==> src/sv/swe_pkg.sv <==
// Shared constants and control types for the stereo waveform envelope block.
// Depends on nothing; imported by the controller, datapath and top level.
package swe_pkg;

    // Longest chunk that is summed, and the widths that follow from it.
    localparam int MAX_CHUNK_FRAMES = 65536;
    localparam int SAMPLE_W         = 16;
    localparam int CNT_W            = $clog2(MAX_CHUNK_FRAMES + 1);
    localparam int ACC_W            = SAMPLE_W + CNT_W;
    localparam int STEP_W           = 16;

    // The divider retires one quotient bit per cycle.
    localparam int DIV_STEPS        = ACC_W;
    localparam int DIV_CNT_W        = $clog2(DIV_STEPS);

    // Configuration port.
    localparam int CFG_IDX_W        = 1;
    localparam int CFG_DATA_W       = 16;
    localparam logic [CFG_IDX_W-1:0] REG_SAMPLE_FORMAT = 1'b0;
    localparam logic [CFG_IDX_W-1:0] REG_STEP_SIZE     = 1'b1;

    // Sample format codes.
    localparam logic FMT_U8  = 1'b0;
    localparam logic FMT_S16 = 1'b1;

    // Commands from the controller to the datapath.
    typedef struct packed {
        logic accept;      // an input item is taken this cycle
        logic chunk_close; // the item taken ends its chunk
        logic div_step;    // advance both divider lanes by one bit
        logic load_out;    // write the result item into the output register
    } t_swe_cmd;

    // Status from the datapath to the controller.
    typedef struct packed {
        logic div_last;    // the divider is on its final bit
    } t_swe_sts;

endpackage

==> src/sv/swe_ctrl.sv <==
// Controller for the stereo waveform envelope block: handshakes and sequencing.
// Depends on swe_pkg for the command and status types.
module swe_ctrl (
    input  logic              i_clk,
    input  logic              i_rst_n,
    input  logic              i_in_valid,
    input  logic              i_chunk_end,
    output logic              o_in_stall,
    output logic              o_out_valid,
    input  logic              i_out_stall,
    input  swe_pkg::t_swe_sts i_sts,
    output swe_pkg::t_swe_cmd o_cmd
);
    import swe_pkg::*;

    localparam logic [1:0] S_IDLE = 2'd0;
    localparam logic [1:0] S_DIV  = 2'd1;
    localparam logic [1:0] S_DONE = 2'd2;

    logic [1:0] r_state;
    logic [1:0] n_state;
    logic       r_out_valid;
    logic       n_out_valid;
    logic       accept;
    logic       out_free;

    // Items are taken only while idle; the output slot is free when empty or draining.
    assign accept   = (r_state == S_IDLE) && i_in_valid;
    assign out_free = !r_out_valid || !i_out_stall;

    // Next state and commands.
    always_comb begin
        n_state           = r_state;
        o_cmd.accept      = accept;
        o_cmd.chunk_close = accept && i_chunk_end;
        o_cmd.div_step    = 1'b0;
        o_cmd.load_out    = 1'b0;
        unique case (r_state)
            S_IDLE: begin
                if (accept && i_chunk_end) begin
                    n_state = S_DIV;
                end
            end
            S_DIV: begin
                o_cmd.div_step = 1'b1;
                if (i_sts.div_last) begin
                    n_state = S_DONE;
                end
            end
            S_DONE: begin
                if (out_free) begin
                    o_cmd.load_out = 1'b1;
                    n_state        = S_IDLE;
                end
            end
            default: begin
                n_state = S_IDLE;
            end
        endcase
    end

    // Output valid is set on a load and held while the receiver stalls.
    always_comb begin
        n_out_valid = o_cmd.load_out ? 1'b1 : (r_out_valid && i_out_stall);
    end

    always_ff @(posedge i_clk) begin
        if (!i_rst_n) begin
            r_state     <= S_IDLE;
            r_out_valid <= 1'b0;
        end else begin
            r_state     <= n_state;
            r_out_valid <= n_out_valid;
        end
    end

    assign o_in_stall  = (r_state != S_IDLE);
    assign o_out_valid = r_out_valid;

endmodule

==> src/sv/swe_dp.sv <==
// Datapath for the stereo waveform envelope block: normalization, accumulation,
// a two-lane serial divider, running extremes and the output register. Uses swe_pkg.
module swe_dp (
    input  logic                                   i_clk,
    input  logic                                   i_rst_n,
    input  logic                                   i_cfg_wr_en,
    input  logic [swe_pkg::CFG_IDX_W-1:0]          i_cfg_index,
    input  logic [swe_pkg::CFG_DATA_W-1:0]         i_cfg_data,
    input  logic [15:0]                            i_left_raw,
    input  logic [15:0]                            i_right_raw,
    input  logic                                   i_new_file,
    input  swe_pkg::t_swe_cmd                      i_cmd,
    output swe_pkg::t_swe_sts                      o_sts,
    output logic signed [swe_pkg::SAMPLE_W-1:0]    o_mean_left,
    output logic signed [swe_pkg::SAMPLE_W-1:0]    o_mean_right,
    output logic signed [swe_pkg::SAMPLE_W-1:0]    o_max_left,
    output logic signed [swe_pkg::SAMPLE_W-1:0]    o_max_right,
    output logic signed [swe_pkg::SAMPLE_W-1:0]    o_min_left,
    output logic signed [swe_pkg::SAMPLE_W-1:0]    o_min_right,
    output logic [swe_pkg::CNT_W-1:0]              o_frames_used
);
    import swe_pkg::*;

    localparam logic signed [SAMPLE_W-1:0] PEAK_RESET   = {1'b1, {(SAMPLE_W-1){1'b0}}};
    localparam logic signed [SAMPLE_W-1:0] TROUGH_RESET = {1'b0, {(SAMPLE_W-1){1'b1}}};

    typedef struct packed {
        logic [CNT_W-1:0] rem;
        logic [ACC_W-1:0] quo;
    } t_lane;

    // An 8-bit unsigned sample scaled to Q1.15. With a = |v-128| <= 128,
    // a*32768/255 = a*128 + a*128/255, and the last term floors to a/2.
    function automatic logic signed [SAMPLE_W-1:0] f_norm8(input logic [7:0] raw);
        logic signed [8:0] c;
        logic [7:0]        a;
        logic [15:0]       q;
        c = $signed({1'b0, raw}) - 9'sd128;
        a = c[8] ? 8'(-c) : 8'(c);
        q = {1'b0, a, 7'd0} + {9'd0, a[7:1]};
        return c[8] ? $signed(-q) : $signed(q);
    endfunction

    // One restoring division step: shift in the next dividend bit and try a subtract.
    function automatic t_lane f_div_step(input t_lane cur, input logic [CNT_W-1:0] den);
        logic [CNT_W:0]   rem_sh;
        logic [CNT_W+1:0] diff;
        t_lane            nxt;
        rem_sh = {cur.rem, cur.quo[ACC_W-1]};
        diff   = {1'b0, rem_sh} - {2'b00, den};
        if (!diff[CNT_W+1]) begin
            nxt.rem = diff[CNT_W-1:0];
            nxt.quo = {cur.quo[ACC_W-2:0], 1'b1};
        end else begin
            nxt.rem = rem_sh[CNT_W-1:0];
            nxt.quo = {cur.quo[ACC_W-2:0], 1'b0};
        end
        return nxt;
    endfunction

    // Configuration registers.
    logic                  r_sample_format;
    logic [STEP_W-1:0]     r_step_cfg;

    // Chunk state.
    logic [STEP_W-1:0]     r_phase;
    logic signed [ACC_W-1:0] r_acc_l;
    logic signed [ACC_W-1:0] r_acc_r;
    logic [CNT_W-1:0]      r_count;
    logic signed [SAMPLE_W-1:0] r_peak_l;
    logic signed [SAMPLE_W-1:0] r_peak_r;
    logic signed [SAMPLE_W-1:0] r_trough_l;
    logic signed [SAMPLE_W-1:0] r_trough_r;

    // Divider.
    t_lane                 r_lane_l;
    t_lane                 r_lane_r;
    logic                  r_neg_l;
    logic                  r_neg_r;
    logic [CNT_W-1:0]      r_den;
    logic [DIV_CNT_W-1:0]  r_div_cnt;

    // Output register.
    logic signed [SAMPLE_W-1:0] r_out_mean_l;
    logic signed [SAMPLE_W-1:0] r_out_mean_r;
    logic signed [SAMPLE_W-1:0] r_out_max_l;
    logic signed [SAMPLE_W-1:0] r_out_max_r;
    logic signed [SAMPLE_W-1:0] r_out_min_l;
    logic signed [SAMPLE_W-1:0] r_out_min_r;
    logic [CNT_W-1:0]      r_out_frames;

    logic [STEP_W-1:0]     step_eff;
    logic [STEP_W-1:0]     phase_a;
    logic [STEP_W:0]       phase_inc;
    logic [STEP_W-1:0]     n_phase;
    logic                  take;
    logic signed [SAMPLE_W-1:0] smp_l;
    logic signed [SAMPLE_W-1:0] smp_r;
    logic signed [ACC_W-1:0] n_acc_l;
    logic signed [ACC_W-1:0] n_acc_r;
    logic [CNT_W-1:0]      n_count;
    logic signed [SAMPLE_W-1:0] peak_base_l;
    logic signed [SAMPLE_W-1:0] peak_base_r;
    logic signed [SAMPLE_W-1:0] trough_base_l;
    logic signed [SAMPLE_W-1:0] trough_base_r;
    logic signed [SAMPLE_W-1:0] mean_l;
    logic signed [SAMPLE_W-1:0] mean_r;
    logic signed [SAMPLE_W-1:0] n_peak_l;
    logic signed [SAMPLE_W-1:0] n_peak_r;
    logic signed [SAMPLE_W-1:0] n_trough_l;
    logic signed [SAMPLE_W-1:0] n_trough_r;
    logic [ACC_W-1:0]      quo_l_signed;
    logic [ACC_W-1:0]      quo_r_signed;

    // Decimation phase: a zero step counts as one, and a phase at or past the step wraps.
    always_comb begin
        step_eff  = (r_step_cfg == '0) ? STEP_W'(1) : r_step_cfg;
        phase_a   = (r_phase >= step_eff) ? '0 : r_phase;
        take      = (phase_a == '0) && (r_count < CNT_W'(MAX_CHUNK_FRAMES));
        phase_inc = {1'b0, phase_a} + (STEP_W+1)'(1);
        n_phase   = (phase_inc >= {1'b0, step_eff}) ? '0 : phase_inc[STEP_W-1:0];
    end

    // Sample normalization and accumulation.
    always_comb begin
        smp_l   = (r_sample_format == FMT_S16) ? $signed(i_left_raw)  : f_norm8(i_left_raw[7:0]);
        smp_r   = (r_sample_format == FMT_S16) ? $signed(i_right_raw) : f_norm8(i_right_raw[7:0]);
        n_acc_l = take ? (r_acc_l + ACC_W'(smp_l)) : r_acc_l;
        n_acc_r = take ? (r_acc_r + ACC_W'(smp_r)) : r_acc_r;
        n_count = take ? (r_count + CNT_W'(1)) : r_count;
    end

    // Means from the divider, and the extremes they move.
    always_comb begin
        peak_base_l   = r_peak_l;
        peak_base_r   = r_peak_r;
        trough_base_l = r_trough_l;
        trough_base_r = r_trough_r;
        quo_l_signed  = r_neg_l ? (~r_lane_l.quo + ACC_W'(1)) : r_lane_l.quo;
        quo_r_signed  = r_neg_r ? (~r_lane_r.quo + ACC_W'(1)) : r_lane_r.quo;
        mean_l        = (r_den == '0) ? '0 : $signed(quo_l_signed[SAMPLE_W-1:0]);
        mean_r        = (r_den == '0) ? '0 : $signed(quo_r_signed[SAMPLE_W-1:0]);
        n_peak_l      = (mean_l > peak_base_l)   ? mean_l : peak_base_l;
        n_peak_r      = (mean_r > peak_base_r)   ? mean_r : peak_base_r;
        n_trough_l    = (mean_l < trough_base_l) ? mean_l : trough_base_l;
        n_trough_r    = (mean_r < trough_base_r) ? mean_r : trough_base_r;
    end

    // Configuration writes.
    always_ff @(posedge i_clk) begin
        if (!i_rst_n) begin
            r_sample_format <= FMT_S16;
            r_step_cfg      <= STEP_W'(1);
        end else if (i_cfg_wr_en) begin
            unique case (i_cfg_index)
                REG_SAMPLE_FORMAT: r_sample_format <= i_cfg_data[0];
                REG_STEP_SIZE:     r_step_cfg      <= i_cfg_data[STEP_W-1:0];
                default: begin
                end
            endcase
        end
    end

    // Chunk accumulation; a closing item clears the chunk state.
    always_ff @(posedge i_clk) begin
        if (!i_rst_n) begin
            r_phase <= '0;
            r_acc_l <= '0;
            r_acc_r <= '0;
            r_count <= '0;
        end else if (i_cmd.accept) begin
            if (i_cmd.chunk_close) begin
                r_phase <= '0;
                r_acc_l <= '0;
                r_acc_r <= '0;
                r_count <= '0;
            end else begin
                r_phase <= n_phase;
                r_acc_l <= n_acc_l;
                r_acc_r <= n_acc_r;
                r_count <= n_count;
            end
        end
    end

    // Running extremes: a new file resets them, a finished mean updates them.
    always_ff @(posedge i_clk) begin
        if (!i_rst_n) begin
            r_peak_l   <= PEAK_RESET;
            r_peak_r   <= PEAK_RESET;
            r_trough_l <= TROUGH_RESET;
            r_trough_r <= TROUGH_RESET;
        end else if (i_cmd.accept && i_new_file) begin
            r_peak_l   <= PEAK_RESET;
            r_peak_r   <= PEAK_RESET;
            r_trough_l <= TROUGH_RESET;
            r_trough_r <= TROUGH_RESET;
        end else if (i_cmd.load_out) begin
            r_peak_l   <= n_peak_l;
            r_peak_r   <= n_peak_r;
            r_trough_l <= n_trough_l;
            r_trough_r <= n_trough_r;
        end
    end

    // Serial divider: loaded with the sum magnitudes on a closing item.
    always_ff @(posedge i_clk) begin
        if (!i_rst_n) begin
            r_div_cnt <= '0;
        end else if (i_cmd.chunk_close) begin
            r_div_cnt <= '0;
        end else if (i_cmd.div_step) begin
            r_div_cnt <= r_div_cnt + DIV_CNT_W'(1);
        end
    end

    always_ff @(posedge i_clk) begin
        if (i_cmd.chunk_close) begin
            r_neg_l      <= n_acc_l[ACC_W-1];
            r_neg_r      <= n_acc_r[ACC_W-1];
            r_lane_l.rem <= '0;
            r_lane_r.rem <= '0;
            r_lane_l.quo <= n_acc_l[ACC_W-1] ? ACC_W'(-n_acc_l) : n_acc_l;
            r_lane_r.quo <= n_acc_r[ACC_W-1] ? ACC_W'(-n_acc_r) : n_acc_r;
            r_den        <= n_count;
        end else if (i_cmd.div_step) begin
            r_lane_l <= f_div_step(r_lane_l, r_den);
            r_lane_r <= f_div_step(r_lane_r, r_den);
        end
    end

    // Output register, written only when the slot is free.
    always_ff @(posedge i_clk) begin
        if (i_cmd.load_out) begin
            r_out_mean_l <= mean_l;
            r_out_mean_r <= mean_r;
            r_out_max_l  <= n_peak_l;
            r_out_max_r  <= n_peak_r;
            r_out_min_l  <= n_trough_l;
            r_out_min_r  <= n_trough_r;
            r_out_frames <= r_den;
        end
    end

    assign o_sts.div_last = (r_div_cnt == DIV_CNT_W'(DIV_STEPS - 1));
    assign o_mean_left    = r_out_mean_l;
    assign o_mean_right   = r_out_mean_r;
    assign o_max_left     = r_out_max_l;
    assign o_max_right    = r_out_max_r;
    assign o_min_left     = r_out_min_l;
    assign o_min_right    = r_out_min_r;
    assign o_frames_used  = r_out_frames;

endmodule

==> src/sv/stereo_waveform_envelope.sv <==
// Stereo waveform envelope: one stereo PCM frame per item, normalized to Q1.15,
// decimated by the programmed step and averaged per chunk. A frame without chunk_end
// leaves the block ready for the next frame. A chunk_end frame starts a two-lane
// serial divider that retires one quotient bit per cycle over the 33-bit sums, so
// the block stalls its input from that frame until the result is loaded into the
// output register, and longer while a previous result still waits there. The result
// item then sits in the output register while the next frames are taken. The
// minimum and maximum means run across chunks until a frame carries new_file.
// Uses swe_pkg, swe_ctrl and swe_dp.
module stereo_waveform_envelope (
    input  logic                                i_clk,
    input  logic                                i_rst_n,
    input  logic                                i_cfg_wr_en,
    input  logic [swe_pkg::CFG_IDX_W-1:0]       i_cfg_index,
    input  logic [swe_pkg::CFG_DATA_W-1:0]      i_cfg_data,
    input  logic                                i_in_valid,
    output logic                                o_in_stall,
    input  logic [15:0]                         i_left_raw,
    input  logic [15:0]                         i_right_raw,
    input  logic                                i_chunk_end,
    input  logic                                i_new_file,
    output logic                                o_out_valid,
    input  logic                                i_out_stall,
    output logic signed [15:0]                  o_mean_left,
    output logic signed [15:0]                  o_mean_right,
    output logic signed [15:0]                  o_max_left,
    output logic signed [15:0]                  o_max_right,
    output logic signed [15:0]                  o_min_left,
    output logic signed [15:0]                  o_min_right,
    output logic [swe_pkg::CNT_W-1:0]           o_frames_used
);
    import swe_pkg::*;

    t_swe_cmd cmd;
    t_swe_sts sts;

    // Sequencing and handshakes.
    swe_ctrl u_ctrl (
        .i_clk       (i_clk),
        .i_rst_n     (i_rst_n),
        .i_in_valid  (i_in_valid),
        .i_chunk_end (i_chunk_end),
        .o_in_stall  (o_in_stall),
        .o_out_valid (o_out_valid),
        .i_out_stall (i_out_stall),
        .i_sts       (sts),
        .o_cmd       (cmd)
    );

    // Arithmetic and storage.
    swe_dp u_dp (
        .i_clk         (i_clk),
        .i_rst_n       (i_rst_n),
        .i_cfg_wr_en   (i_cfg_wr_en),
        .i_cfg_index   (i_cfg_index),
        .i_cfg_data    (i_cfg_data),
        .i_left_raw    (i_left_raw),
        .i_right_raw   (i_right_raw),
        .i_new_file    (i_new_file),
        .i_cmd         (cmd),
        .o_sts         (sts),
        .o_mean_left   (o_mean_left),
        .o_mean_right  (o_mean_right),
        .o_max_left    (o_max_left),
        .o_max_right   (o_max_right),
        .o_min_left    (o_min_left),
        .o_min_right   (o_min_right),
        .o_frames_used (o_frames_used)
    );

endmodule

==> config.mk <==
export PLATFORM = sky130hd
export DESIGN_NAME = stereo_waveform_envelope
export DESIGN_NICKNAME = d
export VERILOG_FILES = /design/src/sv/swe_pkg.sv /design/src/sv/swe_ctrl.sv /design/src/sv/swe_dp.sv /design/src/sv/stereo_waveform_envelope.sv
export SDC_FILE = /design/constraint.sdc
export NUM_CORES = 1
export LEC_CHECK = 0
export ABC_AREA = 1
export BUFFER_PORTS_ARGS = -buffer_cell sky130_fd_sc_hd__clkbuf_2
export CAP_MARGIN = 20
export CORE_ASPECT_RATIO = 0.8
export CORE_MARGIN = 5
export CORE_UTILIZATION = 55
export CTS_BUF_LIST = sky130_fd_sc_hd__clkbuf_8
export DETAILED_ROUTE_END_ITERATION = 16
export PLACE_DENSITY = 0.81
export SETUP_SLACK_MARGIN = 0.02
export SLEW_MARGIN = 25
export SYNTH_ARGS = -nofsm -noshare
export SYNTH_HDL_FRONTEND = slang
export SYNTH_SLANG_ARGS = --single-unit
==> constraint.sdc <==
create_clock -name i_clk -period 6.55 [get_ports i_clk]
set_input_delay 0.3275 -clock i_clk [delete_from_list [all_inputs] [get_ports i_clk]]
set_output_delay 0.3275 -clock i_clk [all_outputs]
set_load 0.01 [all_outputs]
==> results of run 1 <==
==> worst max-delay path by stage <==
stage	start	endpoint	slack [ps]	depth (start not counted)
finish	u_dp.r_step_cfg[11]$_SDFFE_PN0P_	u_dp.r_lane_l[24]$_DFFE_PP_	1090	28
global route	u_dp.r_den[16]$_DFFE_PP_	u_dp.o_max_right[14]$_DFFE_PP_	600	20
CTS	u_dp.r_den[16]$_DFFE_PP_	u_dp.o_max_right[14]$_DFFE_PP_	1190	20
detailed placement	i_left_raw[0]	u_dp.r_lane_l[29]$_DFFE_PP_	740	30
global placement	i_left_raw[0]	u_dp.r_lane_l[25]$_DFFE_PP_	890	30
floorplan	u_ctrl.r_state[1]$_SDFFE_PN0P_	u_dp.o_frames_used[0]$_DFFE_PP_	2010	5
==> cells by family after synthesis <==
logic type,synth area share (%)
AOI/OAI and AO/OA,13.93
xor gates and xnor gates,3.931
adders and majority gates,9.071
buffers and inverters,8.294
DFF,35.70
and+or+nand+nor,29.07
==> registers in the layout, summed over array words and instances (netlist names), 2 cells and up <==
register            count
u_ctrl.r_state          2
u_dp.o_frames_used     17
u_dp.o_max_left        16
u_dp.o_max_right       16
u_dp.o_mean_left       16
u_dp.o_mean_right      16
u_dp.o_min_left        16
u_dp.o_min_right       16
u_dp.peak_base_l       16
u_dp.peak_base_r       16
u_dp.r_acc_l           33
u_dp.r_acc_r           33
u_dp.r_count           17
u_dp.r_den             17
u_dp.r_div_cnt          6
u_dp.r_lane_l          50
u_dp.r_lane_r          50
u_dp.r_phase           16
u_dp.r_step_cfg        16
u_dp.r_trough_l        16
u_dp.r_trough_r        16
==> Yosys cell counts (all sizes together), types with 2 or more instances <==
| library cell | n | share of area (%) |
|---|---|---|
| or2 | 13 | 0.28 |
| o21bai | 15 | 0.39 |
| a31oi | 16 | 0.34 |
| o31ai | 6 | 0.15 |
| fa | 4 | 0.27 |
| a22oi | 3 | 0.077 |
| nand4 | 81 | 1.7 |
| dfxtp | 223 | 15 |
| nor4 | 10 | 0.27 |
| ha | 205 | 8.8 |
| xor2 | 101 | 3.0 |
| a21boi | 9 | 0.23 |
| a21o | 8 | 0.21 |
| o221ai | 2 | 0.060 |
| nor2 | 343 | 4.7 |
| clkinv | 3 | 0.039 |
| o21a | 35 | 0.90 |
| or3 | 2 | 0.043 |
| nand3 | 275 | 4.8 |
| o211ai | 18 | 0.46 |
| clkbuf | 104 | 1.3 |
| nor3b | 4 | 0.10 |
| inv | 480 | 6.2 |
| nand3b | 9 | 0.23 |
| nor3 | 54 | 0.98 |
| nand2 | 1214 | 16 |
| buf | 36 | 0.74 |
| a21oi | 364 | 6.2 |
| o21ai | 257 | 4.4 |
| and2 | 3 | 0.064 |
| a211oi | 5 | 0.13 |
| edfxtp | 198 | 20 |
| o22ai | 5 | 0.11 |
| xnor2 | 29 | 0.90 |
==> where the power goes <==
part,switching [uW],internal (uW),leakage (uW)
sequential,158,3060,0.00366
combinational,2130,1020,0.0106
clock,1160,1370,0.000862
==> timing repair <==
item / in CTS / in global routing
endpoints found under the hold margin: 18 / 0
hold buffers: 20 / 0
setup buffers: 0 / 0
==> critical path: cells and delay by family, from the launching register on <==
| kind | cells | cell delay (ps) |
|---|---|---|
| AND/OR/NAND/NOR | 23 | 3930 |
| adder cells (fa/ha/maj) | 3 | 550 |
| flip-flops | 1 | 310 |
| AO/OA/AOI/OAI | 1 | 310 |
| buffers and inverters | 1 | 110 |
==> final cells by class <==
cell class	count	area share (%)
tap	693	2.686
clock inverter	49	1.050
multi-input combinational	3097	50.79
antenna	1	0.007752
clock buffer	86	3.667
inverter	483	5.632
timing repair buffer	218	3.918
sequential	421	32.25
==> routing by layer <==
layer | vias to the layer above | part of all wire [%] | GRT usage [%]
li1 | 14054 | - | -
met1 | 12724 | 46 | 41.40
met2 | 1318 | 41 | 37.96
met3 | 138 | 11 | 6.138
met4 | 0 | 2.1 | 6.656
met5 | - | 0 | 0
==> through the flow <==
step	utilization (%)	hold WS (ps)
floorplan	-	426.4
global placement	58.24	433.5
detailed placement	58.24	442.4
CTS	61.53	87.65
global route	61.54	131.5
finish	61.54	140.5
==> flow_metrics.py, run 1 <==
metrics = {
    "status": {
        "outcome": "completed",
    },
    "worst_hold_path": {
        "hp-start": "i_rst_n",
        "hold_path_class": "in -> reg",
        "whs_path_depth": 3,
        "whs_endpoint": "u_dp.r_step_cfg[0]$_SDFFE_PN1P_",
    },
    "logic_synthesis": {
        "syn_area_um2": 29160,
        "synth_cell_types": 56,
        "synth_edf_count": 198,
        "synthArstFlopShare_pct": 0,
        "avgSynthCellArea_um2": 7.042,
        "ys_warn_count": 0,
        "syn_inst": 4141,
        "ys_ff_latch": 421,
        "synth.yosys.seq_area_share_pct": 35.70,
        "synth_flop_cell": "dfxtp_1",
        "syn_nets": 4406,
    },
    "worst_setup_path": {
        "cp.required_ps": 6970,
        "crit_type": "reg -> reg",
        "reg2reg_slack_ps": 1090,
        "timing.rr.start": "u_dp.r_step_cfg[11]$_SDFFE_PN0P_",
        "r2r_end": "u_dp.r_lane_l[24]$_DFFE_PP_",
        "rr_worst_depth": 28,
        "critPathMaxStageDelay_ps": 540,
        "critPathCaptureType": "register",
        "crit_path_start_kind": "register",
        "cpMostUsedCell": "nand2_1",
        "path_max_fanout": 16,
        "slowest_stage": "nor2_4",
        "crit_arrival_ps": 5880,
    },
    "clock_tree": {
        "cts_resized": 0,
        "cts_tree": "yes",
        "clk_pin_slew_worst_paths_ps": 60,
        "cts_made_buffers": 73,
        "cts_max_level": 3,
        "cts_sinks": 421,
        "clockBufferDepth": 3,
        "root_buffer": "clkbuf_8",
        "clk_latency_ps": 670,
    },
    "cells_and_area": {
        "nNetsFinal": 4559,
        "layout_common_cells": "1186 x nand2_1, 490 x inv_1, 364 x a21oi_1",
        "final_area_um2": 32280,
        "area_delta_synth_final_pct": 10.71,
        "stdcell_count": 5048,
        "multiInputGateArea_um2": 16400,
        "seqCellArea_um2": 10410,
        "fillers": 4654,
        "layout-drive-gt1-share_pct": 9.118,
        "final_common_cell": "nand2_1",
    },
    "global_route": {
        "grt_max_degree": 94,
        "antenna_found_initial": 0,
        "grt_pass1_vias": 25037,
        "grt_util_all_layers_pct": 26.84,
        "overflow": 0,
        "grt_pass1_wl_um": 129100,
    },
    "die": {
        "core_um2": 52460,
        "rows": 75,
        "ios": 171,
        "die_w_um": 267.4,
        "dieArea_um2": 57750,
        "start_util_pct": 55.59,
        "die_y_um": 215.9,
    },
    "power": {
        "power_uw": 8891,
        "power.density_nw_per_um2": 275.4,
        "vdd_drop_max_mv": 0.1323,
        "p_leak_uw": 0.01510,
    },
    "placed_design": {
        "dp.cells": 4892,
        "dp_hpwl_um": 59000,
        "post_dp_cell_area_um2": 30550,
        "place_ws_ps": 738.0,
        "port_buffers": 170,
        "gp_congestion": 0.9971,
    },
    "sta": {
        "finalHoldViolCount": 0,
        "rsz0062_at_grt": "no",
        "maxSlewViolCount": 0,
        "fmax_ghz": 0.1833,
        "fin_crit_ps": 5455,
        "clock-skew-final_ps": 29.07,
        "relSlewSlack_pct": 32.20,
        "setup_tns_ps": 0,
        "setup_viol": 0,
        "finalWorstSetupSlack_ps": 1095,
        "worst_pin_slew_ps": 1017,
        "finalCritPeriodShare_pct": 83.28,
    },
    "detailed_routing": {
        "drt_wl_total_um": 80500,
        "drc": 0,
        "firstDrtPassIters": 9,
        "drt_iter0_drc": 3013,
        "postRouteAntennaNets": 0,
        "avgRoutedWirePerCell_um": 15.95,
        "drt-vias-per-instance": 5.593,
        "vias": 28234,
    },
    "job": {
        "cap_violations": 0,
    },
}
Power figures use the tool's default switching activity.
==> run 2, diff against run 1 <==
PLACE_DENSITY = 0.84   (was 0.81)
clock period = 4.7 ns   (was 6.55 ns; I/O delays follow)
==> flow_metrics.py, run 2 (synthesis gave the netlist of run 1 again) <==
metrics = {
    "cells_and_area": {
        "final_common_cell": "nand2_1",
        "postLayoutCoreUtil_pct": 65.44,
        "largestRegisters": "u_dp.r_lane_l: 50 flops, u_dp.r_lane_r: 50 flops",
        "fillers": 4362,
        "layout-drive-gt1-share_pct": 14.70,
        "layout_common_cells": "1180 x nand2_1, 488 x inv_1, 356 x a21oi_1",
        "nNetsFinal": 4794,
        "n_antenna_cell": 0,
        "area_delta_synth_final_pct": 17.73,
    },
    "clock_tree": {
        "clockBufferDepth": 3,
        "root_buffer": "clkbuf_8",
        "clk_latency_ps": 670,
        "cts_sinks": 421,
        "cts_max_level": 3,
        "cts_tree": "yes",
        "cts_made_buffers": 71,
        "clk_pin_slew_worst_paths_ps": 60,
    },
    "sta": {
        "whs_ps": 260.2,
        "fin_crit_ps": 4537,
        "relSlewSlack_pct": 32.50,
        "worst_pin_slew_ps": 1013,
        "fmax_ghz": 0.2204,
        "finalWorstSetupSlack_ps": 162.8,
        "rsz0062_at_grt": "yes",
        "finalCritPeriodShare_pct": 96.54,
        "maxSlewViolCount": 0,
        "clock-skew-final_ps": 38.36,
        "setup_viol": 0,
        "finalHoldViolCount": 0,
    },
    "die": {
        "die_w_um": 267.4,
        "ios": 171,
        "core_um2": 52460,
        "die_y_um": 215.9,
        "start_util_pct": 55.59,
        "dieArea_um2": 57750,
        "rows": 75,
    },
    "worst_setup_path": {
        "path_max_fanout": 7,
        "cp.required_ps": 5190,
        "critPathCaptureType": "register",
        "crit_path_start_kind": "register",
        "timing.rr.start": "u_dp.r_step_cfg[5]$_SDFFE_PN0P_",
        "crit_arrival_ps": 5030,
        "crit_type": "reg -> reg",
        "crit_start": "u_dp.r_step_cfg[5]$_SDFFE_PN0P_",
        "rr_worst_depth": 30,
        "r2r_end": "u_dp.r_phase[1]$_SDFFE_PN0P_",
        "reg2reg_slack_ps": 160,
        "critPathMaxStageDelay_ps": 310,
        "slowest_stage": "dfxtp_1",
    },
    "global_route": {
        "grt_max_degree": 129,
        "grt_pass1_wl_um": 136400,
        "antenna_found_initial": 0,
        "grt_pass1_vias": 26665,
        "overflow": 0,
        "grt_util_all_layers_pct": 28.33,
    },
    "power": {
        "power_uw": 12890,
        "p_leak_uw": 0.01629,
        "vdd_drop_max_mv": 0.2005,
        "power.density_nw_per_um2": 375.4,
    },
    "placed_design": {
        "dp_hpwl_um": 63320,
        "port_buffers": 170,
        "place_ws_ps": -291.6,
        "gp_congestion": 0.9914,
    },
    "worst_hold_path": {
        "whs_endpoint": "u_dp.r_acc_r[0]$_SDFFE_PN0P_",
        "hp-start": "i_rst_n",
        "whs_path_depth": 2,
        "hold_path_class": "in -> reg",
    },
    "detailed_routing": {
        "avgRoutedWirePerCell_um": 16.26,
        "vias": 29522,
        "drt_wl_total_um": 85840,
        "drt-vias-per-instance": 5.593,
        "postRouteAntennaNets": 0,
        "drc": 0,
        "firstDrtPassIters": 5,
        "drt_iter0_drc": 3711,
    },
    "status": {
        "outcome": "completed",
    },
    "job": {
        "cap_violations": 0,
    },
}
-- run 2: layout make-up --
cell class | instances | area [um2] | share of cell area, %
multi-input combinational | 3097 | 16610 | 48.39
sequential | 421 | 10410 | 30.33
timing repair buffer | 455 | 3133 | 9.127
inverter | 483 | 1828 | 5.325
clock buffer | 85 | 1170 | 3.408
tap | 693 | 867.1 | 2.526
clock inverter | 44 | 307.8 | 0.8966
-- run 2: worst max-delay path by stage --
stage	slack [ps]	endpoint
finish	160	u_dp.r_phase[1]$_SDFFE_PN0P_
global route	-50	u_dp.peak_base_r[12]$_SDFFE_PP0P_
CTS	70	u_dp.r_lane_r[10]$_DFFE_PP_
detailed placement	-290	u_dp.r_lane_l[31]$_DFFE_PP_
global placement	-70	u_dp.r_lane_l[31]$_DFFE_PP_
floorplan	160	u_dp.o_frames_used[0]$_DFFE_PP_
-- run 2: worst max-delay path: cells and delay by family (launching register included) --
kind	cells	cell delay [ps]
AND/OR/NAND/NOR	17	1790
AO/OA/AOI/OAI	4	690
XOR/XNOR	1	190
flip-flops	1	310
adder cells (fa/ha/maj)	3	760
buffers and inverters	5	580
-- run 2: per-layer routing --
metal	part of all wire, %	global-route usage, %	up-vias
met4	2.4	7.285	0
met5	0	0	-
met2	41	41.55	1425
li1	-	-	14509
met3	11	5.124	168
met1	46	43.20	13420
-- run 2: stage by stage --
step	cell area (um2)	instances	TNS, ps
floorplan	29160	4141	0
CTS	34030	5270	0
detailed placement	32340	5120	-4131
global placement	32340	5120	-564.2
finish	34330	5278	0
global route	34330	5278	-250.0
-- run 2: repair_timing --
item / in CTS / in global routing
hold buffers: 21 / 0
setup endpoints to repair: 0 / 176
gates resized for setup: 0 / 75
buffers inserted: 0 / 8
hold endpoints to repair: 19 / 0
-- run 2: power by group --
group	total, uW	switching [uW]	internal [uW]
clock network	3460	1580	1870
logic	4940	3130	1810
registers	4490	229	4260
total	12900	4940	7950
